[src/obst_pkg.sv]
// shared constants, types and the table address map of the optimal bst cost table
`default_nettype none

package obst_pkg;

   localparam int MAX_KEYS    = 64;
   localparam int WEIGHT_BITS = 16;

   // fixed field widths of the ports
   localparam int WEIGHT_PORT_BITS = 16;
   localparam int INDEX_PORT_BITS  = 7;
   localparam int COST_BITS        = 32;
   localparam int ROOT_BITS        = 7;

   // key indexes run 0..MAX_KEYS+1, the key count 0..MAX_KEYS
   localparam int IDX_BITS   = $clog2(MAX_KEYS + 2);
   localparam int CNT_BITS   = $clog2(MAX_KEYS + 1);
   localparam int WADDR_BITS = (MAX_KEYS > 1) ? $clog2(MAX_KEYS) : 1;

   // table rows 1..MAX_KEYS+1, columns 0..MAX_KEYS
   localparam int TBL_DIM     = MAX_KEYS + 1;
   localparam int TBL_DEPTH   = TBL_DIM * TBL_DIM;
   localparam int TADDR_BITS  = $clog2(TBL_DEPTH);

   localparam int SUM_BITS  = WEIGHT_BITS + $clog2(MAX_KEYS + 1);
   localparam int PAIR_BITS = COST_BITS + 1;
   localparam int TOT_BITS  = ((PAIR_BITS > SUM_BITS) ? PAIR_BITS : SUM_BITS) + 1;
   localparam int CMP_BITS  = ((INDEX_PORT_BITS > CNT_BITS) ? INDEX_PORT_BITS : CNT_BITS) + 1;

   localparam logic [COST_BITS-1:0] COST_MAX = {COST_BITS{1'b1}};

   localparam logic OP_APPEND = 1'b0;
   localparam logic OP_READ   = 1'b1;

   localparam logic STATUS_OK    = 1'b0;
   localparam logic STATUS_RANGE = 1'b1;

   typedef logic [COST_BITS-1:0]   cost_type;
   typedef logic [ROOT_BITS-1:0]   root_type;
   typedef logic [IDX_BITS-1:0]    idx_type;
   typedef logic [WEIGHT_BITS-1:0] weight_type;
   typedef logic [TADDR_BITS-1:0]  taddr_type;
   typedef logic [WADDR_BITS-1:0]  waddr_type;

   typedef struct packed {
      root_type root;
      cost_type cost;
   } entry_type;

   // one candidate root in flight between table read and compare
   typedef struct packed {
      logic    valid;
      logic    first;    // k == i, left subtree empty, starts the cell
      logic    r_empty;  // k == j, right subtree empty
      idx_type k;
   } cand_type;

   function automatic taddr_type tbl_addr(input idx_type r, input idx_type c);
      taddr_type rr;
      taddr_type cc;
      rr = taddr_type'(r) - taddr_type'(1);
      cc = taddr_type'(c);
      return rr * taddr_type'(TBL_DIM) + cc;
   endfunction

endpackage

`default_nettype wire

[src/obst_cell_min.sv]
// running minimum over candidate roots of one table cell, plus weight sum and saturation
`default_nettype none

module obst_cell_min (
   input  wire                        clock,
   input  wire                        reset,
   input  wire obst_pkg::cand_type    cand,
   input  wire obst_pkg::cost_type    l_cost,
   input  wire obst_pkg::cost_type    r_cost,
   input  wire obst_pkg::weight_type  weight,
   input  wire obst_pkg::idx_type     cell_i,
   output obst_pkg::entry_type        result
);
   import obst_pkg::*;

   cand_type                cand_ff;
   logic [PAIR_BITS-1:0]    best_ff, best_in;
   idx_type                 best_k_ff, best_k_in;
   logic [SUM_BITS-1:0]     sum_ff, sum_in;

   cost_type                l_val;
   cost_type                r_val;
   logic [PAIR_BITS-1:0]    pair;
   logic [TOT_BITS-1:0]     total;
   logic                    sat;

   // cand_ff lines up with the table and weight read data
   always_comb begin
      l_val     = cand_ff.first   ? '0 : l_cost;
      r_val     = cand_ff.r_empty ? '0 : r_cost;
      pair      = PAIR_BITS'(l_val) + PAIR_BITS'(r_val);
      best_in   = best_ff;
      best_k_in = best_k_ff;
      sum_in    = sum_ff;
      if (cand_ff.valid) begin
         // strict compare keeps the smallest minimizing root
         if (cand_ff.first || (pair < best_ff)) begin
            best_in   = pair;
            best_k_in = cand_ff.k;
         end
         sum_in = cand_ff.first ? SUM_BITS'(weight) : sum_ff + SUM_BITS'(weight);
      end
   end

   always_ff @(posedge clock) begin
      if (reset) begin
         cand_ff <= '0;
      end else begin
         cand_ff <= cand;
      end
      best_ff   <= best_in;
      best_k_ff <= best_k_in;
      sum_ff    <= sum_in;
   end

   // a saturated minimum is reached by every root, so the first one wins
   always_comb begin
      total       = TOT_BITS'(best_ff) + TOT_BITS'(sum_ff);
      sat         = total > TOT_BITS'(COST_MAX);
      result.cost = sat ? COST_MAX : total[COST_BITS-1:0];
      result.root = sat ? ROOT_BITS'(cell_i) : ROOT_BITS'(best_k_ff);
   end

endmodule

`default_nettype wire
[config.mk]
export PLATFORM = sky130hd
export DESIGN_NAME = obst_cell_min
export DESIGN_NICKNAME = d
export VERILOG_FILES = /design/src/obst_pkg.sv /design/src/obst_cell_min.sv
export SDC_FILE = /design/constraint.sdc
export NUM_CORES = 1
export LEC_CHECK = 0
export ABC_AREA = 1
export CAP_MARGIN = 0
export CORE_ASPECT_RATIO = 0.9
export CORE_UTILIZATION = 60
export DETAILED_ROUTE_END_ITERATION = 16
export DONT_BUFFER_PORTS = 1
export GPL_TIMING_DRIVEN = 0
export PLACE_DENSITY = 0.76
export SYNTH_ARGS = -nofsm -noshare
export SYNTH_HDL_FRONTEND = slang
export SYNTH_SLANG_ARGS = --single-unit
[constraint.sdc]
create_clock -name clock -period 5.65 [get_ports clock]
set_clock_uncertainty 0.05 [all_clocks]
set_input_delay 0.2825 -clock clock [delete_from_list [all_inputs] [get_ports clock]]
set_output_delay 0.2825 -clock clock [all_outputs]
set_load 0.1 [all_outputs]
==> results.sh <==
export IMPL_fmax_mhz=202
export IMPL_utilization_pct=66.7
export IMPL_cts_clk_slew_worst_paths_ps=60
export IMPL_synth_compound_area_share_pct=12.1
export IMPL_rows=41
export IMPL_hold_viol=0
export IMPL_synth_avg_cell_area_um2=6.45
export IMPL_crit_path_top_delay_cell="dfxtp_2"
export IMPL_layout_min_cycle_time_ps=4950
export IMPL_cts_sinks=73
export IMPL_layout_common_cells="nand2_1 (375), inv_1 (232), nor2_1 (193)"
export IMPL_power_per_cell_area_nw_per_um2=272
export IMPL_place_inst=1563
export IMPL_synthCells=1369
export IMPL_worstRegToRegCells=25
export IMPL_p_leak_nw=4.96
export IMPL_die_w_um=130
export IMPL_hold_path_depth=2
export IMPL_seq_area_frac_synth_pct=23.7
export IMPL_cts_buffers=9
export IMPL_syn_nets=1574
export IMPL_initial_utilization_pct=62.1
export IMPL_yosysUniqueCellTypes=40
export IMPL_cts_tree="yes"
export IMPL_async_flop_share_pct=0
export IMPL_core_area_um2=14200
export IMPL_end_kind="register"
export IMPL_yosys_top_cells_area="edfxtp_1 (21%), nand2_1 (16%), ha_1 (15%), inv_1 (9.9%), nor2_1 (8.2%)"
export IMPL_layout_nets=1593
export IMPL_clock_latency_ps=360
export IMPL_drtAntennaViolNets=0
export IMPL_worstHoldStart="cand[9]"
export IMPL_r2r_start="cand_ff[8]"
export IMPL_grt_max_degree=28
export IMPL_fin_area_um2=9470
export IMPL_hpwl_um=19300
export IMPL_routed_wl_um=23300
export IMPL_postPlaceCellArea_um2=9110
export IMPL_synth_cell_area_um2=8830
export IMPL_netlist_area_leader_share_pct=21.4
export IMPL_vias_per_cell=5.42
export IMPL_ys_warnings_count=0
export IMPL_die_y_um=117
export IMPL_crit_required_ps=5650
export IMPL_synth_top_family_by_area="simple AND/OR/NAND/NOR gates"
export IMPL_drive_gt1_share_pct=4.59
export IMPL_postCtsSetupRepairBufs=0
export IMPL_first_pass_iters=5
export IMPL_finalSetupViolCount=0
export IMPL_overflow=0
export IMPL_cts_root_buf="clkbuf_16"
export IMPL_synthSimpleGateAreaFrac_pct=34.2
export IMPL_grt_pass1_vias=7880
export IMPL_drc=0
export IMPL_critPathMaxFanout=27
export IMPL_grt_pass1_wl_um=37100
export IMPL_io_pins=138
export IMPL_gp_congestion=0.940
export IMPL_total_power_mw=2.58
export IMPL_drt_wirelength_per_cell_um=14.7
export IMPL_htree_levels=3
export IMPL_finalCritPeriodShare_pct=87.6
export IMPL_setup_ws_ps=703
export IMPL_crit_path_start_kind="register"
export IMPL_irDropWorstVdd_v=0.000160
export IMPL_pre_cts_slack_ps=298
export IMPL_slew_violations=0
export IMPL_antenna_cells=0
export IMPL_outcome="finished clean"
export IMPL_synth_top_area_cell="edfxtp_1"
export IMPL_slew_headroom_pct=18.1
export IMPL_max_stage_delay_ps=530
export IMPL_die_area_um2=15200
export IMPL_stdcell_count=1586
export IMPL_syn2layout_area_growth_pct=7.30
export IMPL_synth_edf_count=63
export IMPL_clockBufferDepth=2
export IMPL_hp_class="input pin to register"
export IMPL_critPathLaunch="cand_ff[8]"
export IMPL_yosys_area_share_xor_xnor_pct=3.97
export IMPL_grt_util_all_layers_pct=31.9
export IMPL_synth_mux_area_share_pct=0
export IMPL_drv_cap=0
export IMPL_crit_top_cell="nand2_1"
export IMPL_ys_flop_type="edfxtp_1"
export IMPL_antenna_found_initial=0
export IMPL_worstSetupPathType="register to register"
export IMPL_vias=8598
export IMPL_ys_ff_latch=73
export IMPL_rsz0062_at_grt="false"
export IMPL_drt_iter0_drc=426
export IMPL_port_buffers=0
export IMPL_yosys_area_share_adder_pct=15.3
export IMPL_worst_slew_pin_slew_ps=1230
export IMPL_arrival_ps=4950
export IMPL_final_common_cell="nand2_1"
synthesized netlist by cell type (11+ instances only):
cell type / number
nor3_1: 11
nand2_1: 375
xnor2_1: 12
edfxtp_1: 63
xor2_1: 28
inv_1: 232
nor2_1: 193
o21ai_0: 54
nand4_1: 25
o21bai_1: 15
a21oi_1: 94
clkbuf_1: 11
ha_1: 103
nand3_1: 62
critical path: cells and delay by family, from the launching register on:
family,cells,cell delay [ps]
AOI/OAI and AO/OA,4,810
adders and majority gates,3,960
DFF,1,530
and+or+nand+nor,16,1660
buffers and inverters,2,620
flip-flops by register name (all words and copies together), names as in the netlist:
| name | cells |
|---|---|
| sum_ff | 23 |
| cand_ff | 10 |
| best_k_ff | 7 |
| best_ff | 33 |
stage by stage:
| stage | TNS, ps | hold WS [ps] |
|---|---|---|
| detailed placement | 0 | 339 |
| finish | 0 | 10.1 |
| global placement | -28090 | 337 |
| CTS | 0 | 0.504 |
| global route | 0 | 14.7 |
| floorplan | 0 | 336 |
timing repair:
| action | in CTS | in global routing |
|---|---|---|
| hold buffers | 8 | 0 |
| hold endpoints to repair | 8 | 0 |
| setup endpoints to repair | 0 | 27 |
| resized for setup | 0 | 1 |
worst paths after layout:
path,slack (ps),endpoint
worst max-delay path,700,best_ff[28]
worst min-delay path,10,cand_ff[9]
worst max register to register,700,best_ff[28]
worst min register to register,350,best_k_ff[3]
power breakdown:
group | switching (mW) | internal, mW | total [mW]
combinational | 0.965 | 0.339 | 1.30
clock | 0.265 | 0.306 | 0.571
sequential | 0.0436 | 0.658 | 0.701
layer usage:
layer | global-route usage, % | share of wire [%] | vias up
met5 | 0 | 0 | -
li1 | - | - | 4468
met1 | 39.9 | 45 | 3778
met4 | 12.3 | 2.7 | 0
met2 | 56.7 | 47 | 310
met3 | 3.50 | 5.8 | 42
cells by family (layout without fill, tap and decap cells):
logic type,after synthesis,count (layout)
xor+xnor,40,40
simple gates,711,711
compound gates,191,191
buf+inv,248,272
fa+ha+maj,106,106
flops,73,73
final cells by class:
cell class,instances,area (um2)
tap,193,241
clock buffer,9,225
sequential,73,2090
multi-input combinational,1048,5800
inverter,234,881
clock inverter,7,61.3
timing repair buffer,9,100
fill,1340,4740
buffer,13,71.3
Power figures use the tool's default switching activity.
