### src/obst_pkg.sv
// shared constants, types and the table address map of the optimal bst cost table
`default_nettype none

package obst_pkg;

   localparam int MAX_KEYS    = 64;
   localparam int WEIGHT_BITS = 16;

   // fixed field widths of the ports
   localparam int WEIGHT_PORT_BITS = 16;
   localparam int INDEX_PORT_BITS  = 7;
   localparam int COST_BITS        = 32;
   localparam int ROOT_BITS        = 7;

   // key indexes run 0..MAX_KEYS+1, the key count 0..MAX_KEYS
   localparam int IDX_BITS   = $clog2(MAX_KEYS + 2);
   localparam int CNT_BITS   = $clog2(MAX_KEYS + 1);
   localparam int WADDR_BITS = (MAX_KEYS > 1) ? $clog2(MAX_KEYS) : 1;

   // table rows 1..MAX_KEYS+1, columns 0..MAX_KEYS
   localparam int TBL_DIM     = MAX_KEYS + 1;
   localparam int TBL_DEPTH   = TBL_DIM * TBL_DIM;
   localparam int TADDR_BITS  = $clog2(TBL_DEPTH);

   localparam int SUM_BITS  = WEIGHT_BITS + $clog2(MAX_KEYS + 1);
   localparam int PAIR_BITS = COST_BITS + 1;
   localparam int TOT_BITS  = ((PAIR_BITS > SUM_BITS) ? PAIR_BITS : SUM_BITS) + 1;
   localparam int CMP_BITS  = ((INDEX_PORT_BITS > CNT_BITS) ? INDEX_PORT_BITS : CNT_BITS) + 1;

   localparam logic [COST_BITS-1:0] COST_MAX = {COST_BITS{1'b1}};

   localparam logic OP_APPEND = 1'b0;
   localparam logic OP_READ   = 1'b1;

   localparam logic STATUS_OK    = 1'b0;
   localparam logic STATUS_RANGE = 1'b1;

   typedef logic [COST_BITS-1:0]   cost_type;
   typedef logic [ROOT_BITS-1:0]   root_type;
   typedef logic [IDX_BITS-1:0]    idx_type;
   typedef logic [WEIGHT_BITS-1:0] weight_type;
   typedef logic [TADDR_BITS-1:0]  taddr_type;
   typedef logic [WADDR_BITS-1:0]  waddr_type;

   typedef struct packed {
      root_type root;
      cost_type cost;
   } entry_type;

   // one candidate root in flight between table read and compare
   typedef struct packed {
      logic    valid;
      logic    first;    // k == i, left subtree empty, starts the cell
      logic    r_empty;  // k == j, right subtree empty
      idx_type k;
   } cand_type;

   function automatic taddr_type tbl_addr(input idx_type r, input idx_type c);
      taddr_type rr;
      taddr_type cc;
      rr = taddr_type'(r) - taddr_type'(1);
      cc = taddr_type'(c);
      return rr * taddr_type'(TBL_DIM) + cc;
   endfunction

endpackage

`default_nettype wire

### src/obst_weight_mem.sv
// key weight store, one write port and one registered read port
`default_nettype none

module obst_weight_mem (
   input  wire                        clock,
   input  wire                        wr_en,
   input  wire obst_pkg::waddr_type   wr_addr,
   input  wire obst_pkg::weight_type  wr_data,
   input  wire                        rd_en,
   input  wire obst_pkg::waddr_type   rd_addr,
   output obst_pkg::weight_type       rd_data
);
   import obst_pkg::*;

   weight_type mem_ff [MAX_KEYS];
   weight_type rd_ff;

   always_ff @(posedge clock) begin
      if (wr_en) begin
         mem_ff[wr_addr] <= wr_data;
      end
      if (rd_en) begin
         rd_ff <= mem_ff[rd_addr];
      end
   end

   assign rd_data = rd_ff;

endmodule

`default_nettype wire

### config.mk
export PLATFORM = sky130hd
export DESIGN_NAME = obst_weight_mem
export DESIGN_NICKNAME = d
export VERILOG_FILES = /design/src/obst_pkg.sv /design/src/obst_weight_mem.sv
export SDC_FILE = /design/constraint.sdc
export NUM_CORES = 1
export LEC_CHECK = 0
export ABC_CLOCK_PERIOD_IN_PS = 4000
export BUFFER_PORTS_ARGS = -buffer_cell sky130_fd_sc_hd__buf_4
export CORE_MARGIN = 5
export CORE_UTILIZATION = 58
export DETAILED_ROUTE_END_ITERATION = 12
export HOLD_SLACK_MARGIN = 0.12
export PLACE_DENSITY = 0.71
export SLEW_MARGIN = 20
export SYNTH_ARGS = -nofsm -noshare
export SYNTH_HDL_FRONTEND = slang
export SYNTH_SLANG_ARGS = --single-unit
### constraint.sdc
create_clock -name clock -period 4 [get_ports clock]
set_input_delay 1.2 -clock clock [delete_from_list [all_inputs] [get_ports clock]]
set_output_delay 1.2 -clock clock [all_outputs]
set_load 0.005 [all_outputs]
==> reports/results.ini, run 1 <==
[status]
status = complete, no violations

[sta]
fin_crit_ns = 3.30
timing.final.ws_setup_ns = 0.698
fin_skew_ns = 0.0266
slew_viol_final = 0
final.setup.tns_ns = 0
maxSlewHeadroom_pct = 28.4
hold_viol = 0
rsz0062_at_grt = false
finalSetupViolCount = 0
fin_crit_sh_pct = 82.5
tightest_slew_ns = 1.07
whs_ns = 0.939
fmax_mhz = 303

[critical_path]
critPathKind = primary input to register
cp-start-kind = primary input
crit_path_top_delay_cell = a31oi_1
endpoint_kind = register
slowest_delay_ns = 0.59
required_ns = 4.37
crit_fanout = 35
crit_arrival_ns = 3.67
crit_chain = buf_8 -> buf_12 -> buf_4 -> mux4_2 -> mux2i_1 -> nand3_1 -> a31oi_1 -> a311oi_1

[finish]
layout.cells.non_filler = 3025
final_util_pct = 66.0
drive_gt1_share_pct = 27.7
layout_common_cells = edfxtp_1 (1040), mux4_2 (220), buf_4 (173), clkbuf_16 (102), mux2i_1 (85)
final_area_um2 = 45300
layout.nets = 2045
n_fill_cell = 4443
multiInputGateArea_um2 = 8250
seq_area_um2 = 31200
antenna-diode-count = 0
area_delta_synth_final_pct = 12.8
final_common_cell = edfxtp_1

[cts]
cts_hold_buf = 0
cts.reportedPaths.clkPinSlew_ns = 0.06
cts_sinks = 1040
root_buffer = clkbuf_16
cts.path.max_buffers = 3
h-tree-depth = 3
clock_latency_ns = 0.65
cts-resized-gates = 0
cts_setup_buffers = 0
cts_buffers = 100
cts_tree = yes

[synthesis]
syn_inst = 1829
synth_edf_count = 1040
avgSynthCellArea_um2 = 22.0
synth_cell_type_count = 42
ys_async_sr_fraction_pct = 0
yosysWarnings = 0
synth-seq-area-share_pct = 77.7
synth_flop_cell = edfxtp_1
netlist_area_um2 = 40200
ys_ff_latch = 1040
syn-num-nets = 1860

[power_and_ir_drop]
power.internal_mw = 17.7
pwr-share-comb_pct = 5.1
power_density_nw_per_um2 = 492
peakVddDrop_mv = 0.392
p_sw_share_pct = 20.7
total_power_mw = 22.3
p_clk_share_pct = 40.6
leakage_nw = 14.5
pwr-share-seq_pct = 54.3
switchingPower_mw = 4.63

[die]
ioPinCount = 47
rows = 96
core_area_um2 = 68700
dieArea_um2 = 74700
start_util_pct = 58.5
die_h_um = 273
fp.dieW_um = 273

[global_routing]
grt_max_degree = 65
grt_antenna_before_repair = 1
grt_pass1_wl_um = 138000
grt_usage_pct = 25.5
grt_pass1_vias = 19870
overflow = 0

[placed_design]
dpl.hpwl_um = 55900
placed_area_um2 = 42200
dp.cells = 2843
port-buffer-count = 46
place.gp.congestion = 0.857
preCtsSetupSlack_ns = 0.123

[routing]
drtIter0Drc = 2296
drcViolationCount = 0
detailroute.via_count = 19518
routed_wirelength_um = 93700
wl_per_cell_um = 31.0
firstDrtPassIters = 8
viasPerCell = 6.45
drtAntennaViolNets = 0

[run]
maxCapViolations = 0

[min_path]
worst_hold_path_type = register to register

## per-layer routing
layer,share of wire (%),wire [um],GRT usage [%],up-vias
li1,-,-,-,8056
met1,40,37400,37.0,10401
met2,48,45300,40.1,886
met3,8.6,8080,5.57,173
met4,3.1,2930,7.09,2
met5,0.0085,8,0,-
## registers in the layout, indices dropped and copies added (netlist names)
register,cells
rd_data,16
mem_ff,1024
## cells in the mapped netlist (all sizes together) (2+ instances only)
| master | n | area share (%) |
|---|---|---|
| clkbuf | 27 | 0.27 |
| a221o | 6 | 0.15 |
| a211o | 8 | 0.17 |
| o21ai | 8 | 0.10 |
| a22o | 6 | 0.13 |
| nor4 | 3 | 0.093 |
| a31oi | 8 | 0.12 |
| nand3b | 2 | 0.037 |
| edfxtp | 1040 | 78 |
| mux2 | 27 | 0.76 |
| nand3 | 24 | 0.30 |
| nand2b | 3 | 0.047 |
| mux4 | 224 | 13 |
| and4 | 5 | 0.11 |
| a211oi | 8 | 0.15 |
| nor3 | 2 | 0.025 |
| a41oi | 5 | 0.11 |
| a21oi | 17 | 0.21 |
| mux2i | 85 | 2.1 |
| nor2b | 30 | 0.47 |
| a22oi | 39 | 0.73 |
| buf | 77 | 1.6 |
| nor2 | 74 | 0.70 |
| a311oi | 8 | 0.17 |
| a221oi | 16 | 0.35 |
| and2 | 2 | 0.031 |
| nand2 | 60 | 0.58 |
| nand4 | 12 | 0.19 |
## logic make-up after synthesis
family / share of synthesized area, %
flops: 77.7
mux: 15.5
compound gates: 2.40
simple gates: 2.64
buf+inv: 1.82
## final timing paths
path                       start          end  slack [ns]  depth (start not counted)
setup / recovery      rd_addr[0]  rd_data[13]        0.70                          8
hold / removal      mem_ff[2][5]   rd_data[5]        0.94                          4
setup reg to reg  mem_ff[11][13]  rd_data[13]        1.63                          5
hold reg to reg     mem_ff[2][5]   rd_data[5]        0.94                          4
## layout make-up
type | count | share of cell area [%]
well taps | 931 | 2.57
repair buffers | 187 | 3.44
clock inverters | 63 | 1.15
flip-flops and latches | 1040 | 68.9
clock buffers | 119 | 5.77
multi-input cells | 685 | 18.2
## power by group through the flow
stage | Sequential (mW) | Combinational [mW] | Clock [mW]
CTS | 12.1 | 1.15 | 9.20
floorplan | 12.3 | 0.625 | 0
global route | 12.1 | 1.21 | 9.68
detailed placement | 12.4 | 1.14 | 0
finish | 12.1 | 1.14 | 9.05
global placement | 12.4 | 1.12 | 0
## worst max-delay path, delay by kind of cell
kind                   cells  cell delay [ns]
buffers and inverters      3             0.86
AND/OR/NAND/NOR            1             0.13
multiplexers               2             0.73
AO/OA/AOI/OAI              2             0.70
Note: power is estimated with default switching activity, not from simulation.
==> inputs of run 2 (changes only) <==
Settings changed: ABC_CLOCK_PERIOD_IN_PS 4000 to 2670, CORE_UTILIZATION 58 to 56, PLACE_DENSITY 0.71 to 0.72.
Clock period 4 ns to 2.67 ns, I/O delays scaled along.
==> run 2 against run 1 <==
Effect of this change:
- register-to-register slack worse by 1.2 ns
- hold slack got worse by 0.38 ns
- highest routed layer unchanged
- critical path type unchanged
- critical path depth unchanged
- global-route usage fell by 0.76 points
- first-iteration DRC count rose by 9.2%
- clock power is 57% higher
- final cell count increased by 5.3%
- via count rose by 4.3%
- largest power group unchanged
- total power rose by 53%
- non-clock buffer count grew 136
==> reports/results.ini, run 2 (same netlist as run 1, synthesis figures left out) <==
[status]
status = complete, no violations

[routing]
drtIter0Drc = 2507  ; +9.2%
firstDrtPassIters = 6  ; -2
viasPerCell = 6.39  ; -1.0%
drcViolationCount = 0  ; unchanged
routed_wirelength_um = 95200  ; +1.6%
drtAntennaViolNets = 0  ; unchanged
wl_per_cell_um = 29.9  ; -3.6%
detailroute.via_count = 20349  ; +4.3%

[sta]
fmax_mhz = 392
rsz0062_at_grt = false
tightest_slew_ns = 0.843  ; -0.228 ns
maxSlewHeadroom_pct = 43.8  ; +15 points
final.setup.tns_ns = 0  ; unchanged
fin_crit_ns = 2.55
finalSetupViolCount = 0  ; unchanged
fin_skew_ns = 0.0304  ; +0.00372 ns
timing.final.ws_setup_ns = 0.116  ; -0.582 ns
hold_viol = 0  ; unchanged
whs_ns = 0.559  ; -0.380 ns
slew_viol_final = 0  ; unchanged
fin_crit_sh_pct = 95.6

[placed_design]
place.gp.congestion = 0.868  ; +1.3%
preCtsSetupSlack_ns = -0.463  ; -0.586 ns
port-buffer-count = 46  ; unchanged
dpl.hpwl_um = 58700  ; +5.0%

[run]
maxCapViolations = 0  ; unchanged

[cts]
cts_tree = yes
cts-resized-gates = 0  ; unchanged
cts.reportedPaths.clkPinSlew_ns = 0.06  ; about the same
clock_latency_ns = 0.67  ; +0.02 ns
cts.path.max_buffers = 3  ; unchanged
cts_hold_buf = 0  ; unchanged
cts_buffers = 101  ; +1.0%
cts_sinks = 1040  ; unchanged
cts_setup_buffers = 0  ; unchanged
root_buffer = clkbuf_16
h-tree-depth = 3  ; unchanged

[finish]
layout.nets = 2182  ; +6.7%
area_delta_synth_final_pct = 16.8
final_common_cell = edfxtp_1
final_util_pct = 65.8  ; -0.22 points
layout_common_cells = edfxtp_1 (1040), buf_4 (278), mux4_2 (220), clkbuf_16 (103), mux2i_1 (85)
n_fill_cell = 4478  ; +0.79%
drive_gt1_share_pct = 32.1  ; +4.4 points
regMostFlops = mem_ff
largest_register_ff_count = 1024  ; unchanged

[global_routing]
grt_usage_pct = 24.7  ; -0.76 points
grt_pass1_wl_um = 140000  ; +1.7%
overflow = 0  ; unchanged
grt_antenna_before_repair = 4  ; +3
grt_pass1_vias = 20541  ; +3.4%
grt_max_degree = 65  ; unchanged

[die]
die_h_um = 278  ; +1.7%
core_area_um2 = 71400  ; +3.9%
start_util_pct = 56.3  ; -2.2 points
rows = 98  ; +2.1%
dieArea_um2 = 77200  ; +3.4%
fp.dieW_um = 278  ; +1.7%
ioPinCount = 47  ; unchanged

[critical_path]
required_ns = 3.08  ; -1.29 ns
crit_arrival_ns = 2.96  ; -0.71 ns
critPathKind = primary input to register
endpoint_kind = register
cp-start-kind = primary input
crit_fanout = 27  ; -23%

[min_path]
worst_hold_path_type = primary input to register

[power_and_ir_drop]
peakVddDrop_mv = 0.593  ; +51%
power_density_nw_per_um2 = 730  ; +48%
leakage_nw = 15.3  ; +5.8%

[run 2: changes by cell type in the layout (fill, tap and decap cells not counted), sizes merged]
| cell | previous run | this run |
|---|---|---|
| clkinv | 50 | 43 |
| buf | 186 | 322 |
| inv | 3 | 4 |
| clkinvlp | 2 | 4 |
| diode | 0 | 2 |
| clkbuf | 120 | 123 |
| bufinv | 8 | 13 |
[run 2: final cells by class]
| class | count | area (um^2) | share of cell area, % |
|---|---|---|---|
| sequential | 1040 | 31200 | 66.5 |
| clock buffer | 122 | 2650 | 5.64 |
| timing repair buffer | 323 | 2970 | 6.32 |
| multi-input combinational | 685 | 8250 | 17.6 |
| clock inverter | 64 | 647 | 1.38 |
| tap | 950 | 1190 | 2.53 |
| antenna | 2 | 5.00 | 0.0107 |
[run 2: critical path, cell delays in order]
cell	delay, ns
buf_6	0.36
buf_12	0.19
buf_4	0.13
mux4_2	0.29
mux2_2	0.31
nand2_1	0.09
nand4_1	0.39
and4_1	0.37
[run 2: final timing paths]
kind                                    start           to  slack, ns  depth (start not counted)
worst max-delay path               rd_addr[1]   rd_data[2]       0.12                          8
worst min-delay path                    rd_en   rd_data[8]       0.56                          1
worst max register to register  mem_ff[28][2]   rd_data[2]       0.44                          5
worst min register to register  mem_ff[1][12]  rd_data[12]       0.97                          4
[run 2: where the power goes]
| part | internal [mW] | switching, mW |
|---|---|---|
| logic | 0.823 | 1.10 |
| clock network | 8.30 | 5.86 |
| registers | 18.1 | 0.0501 |
[run 2: metal layers]
layer / wire (um) / global-route usage [%] / part of all wire [%] / vias to the layer above
met5: 31 / 0 / 0.033 / -
met4: 2670 / 6.59 / 2.8 / 4
met3: 8940 / 4.71 / 9.4 / 177
met2: 47000 / 40.0 / 49 / 1109
met1: 36500 / 35.6 / 38 / 10707
li1: - / - / - / 8352
[run 2: per-stage QoR]
step / instances / power, mW / area [um^2]
2_1_floorplan: 1829 / 19.4 / 40200
3_3_place_gp: 2998 / 20.4 / 43600
3_5_place_dp: 2998 / 20.4 / 43600
4_1_cts: 3184 / 34.4 / 46900
5_1_grt: 3184 / 35.2 / 46900
6_report: 3186 / 34.2 / 46900
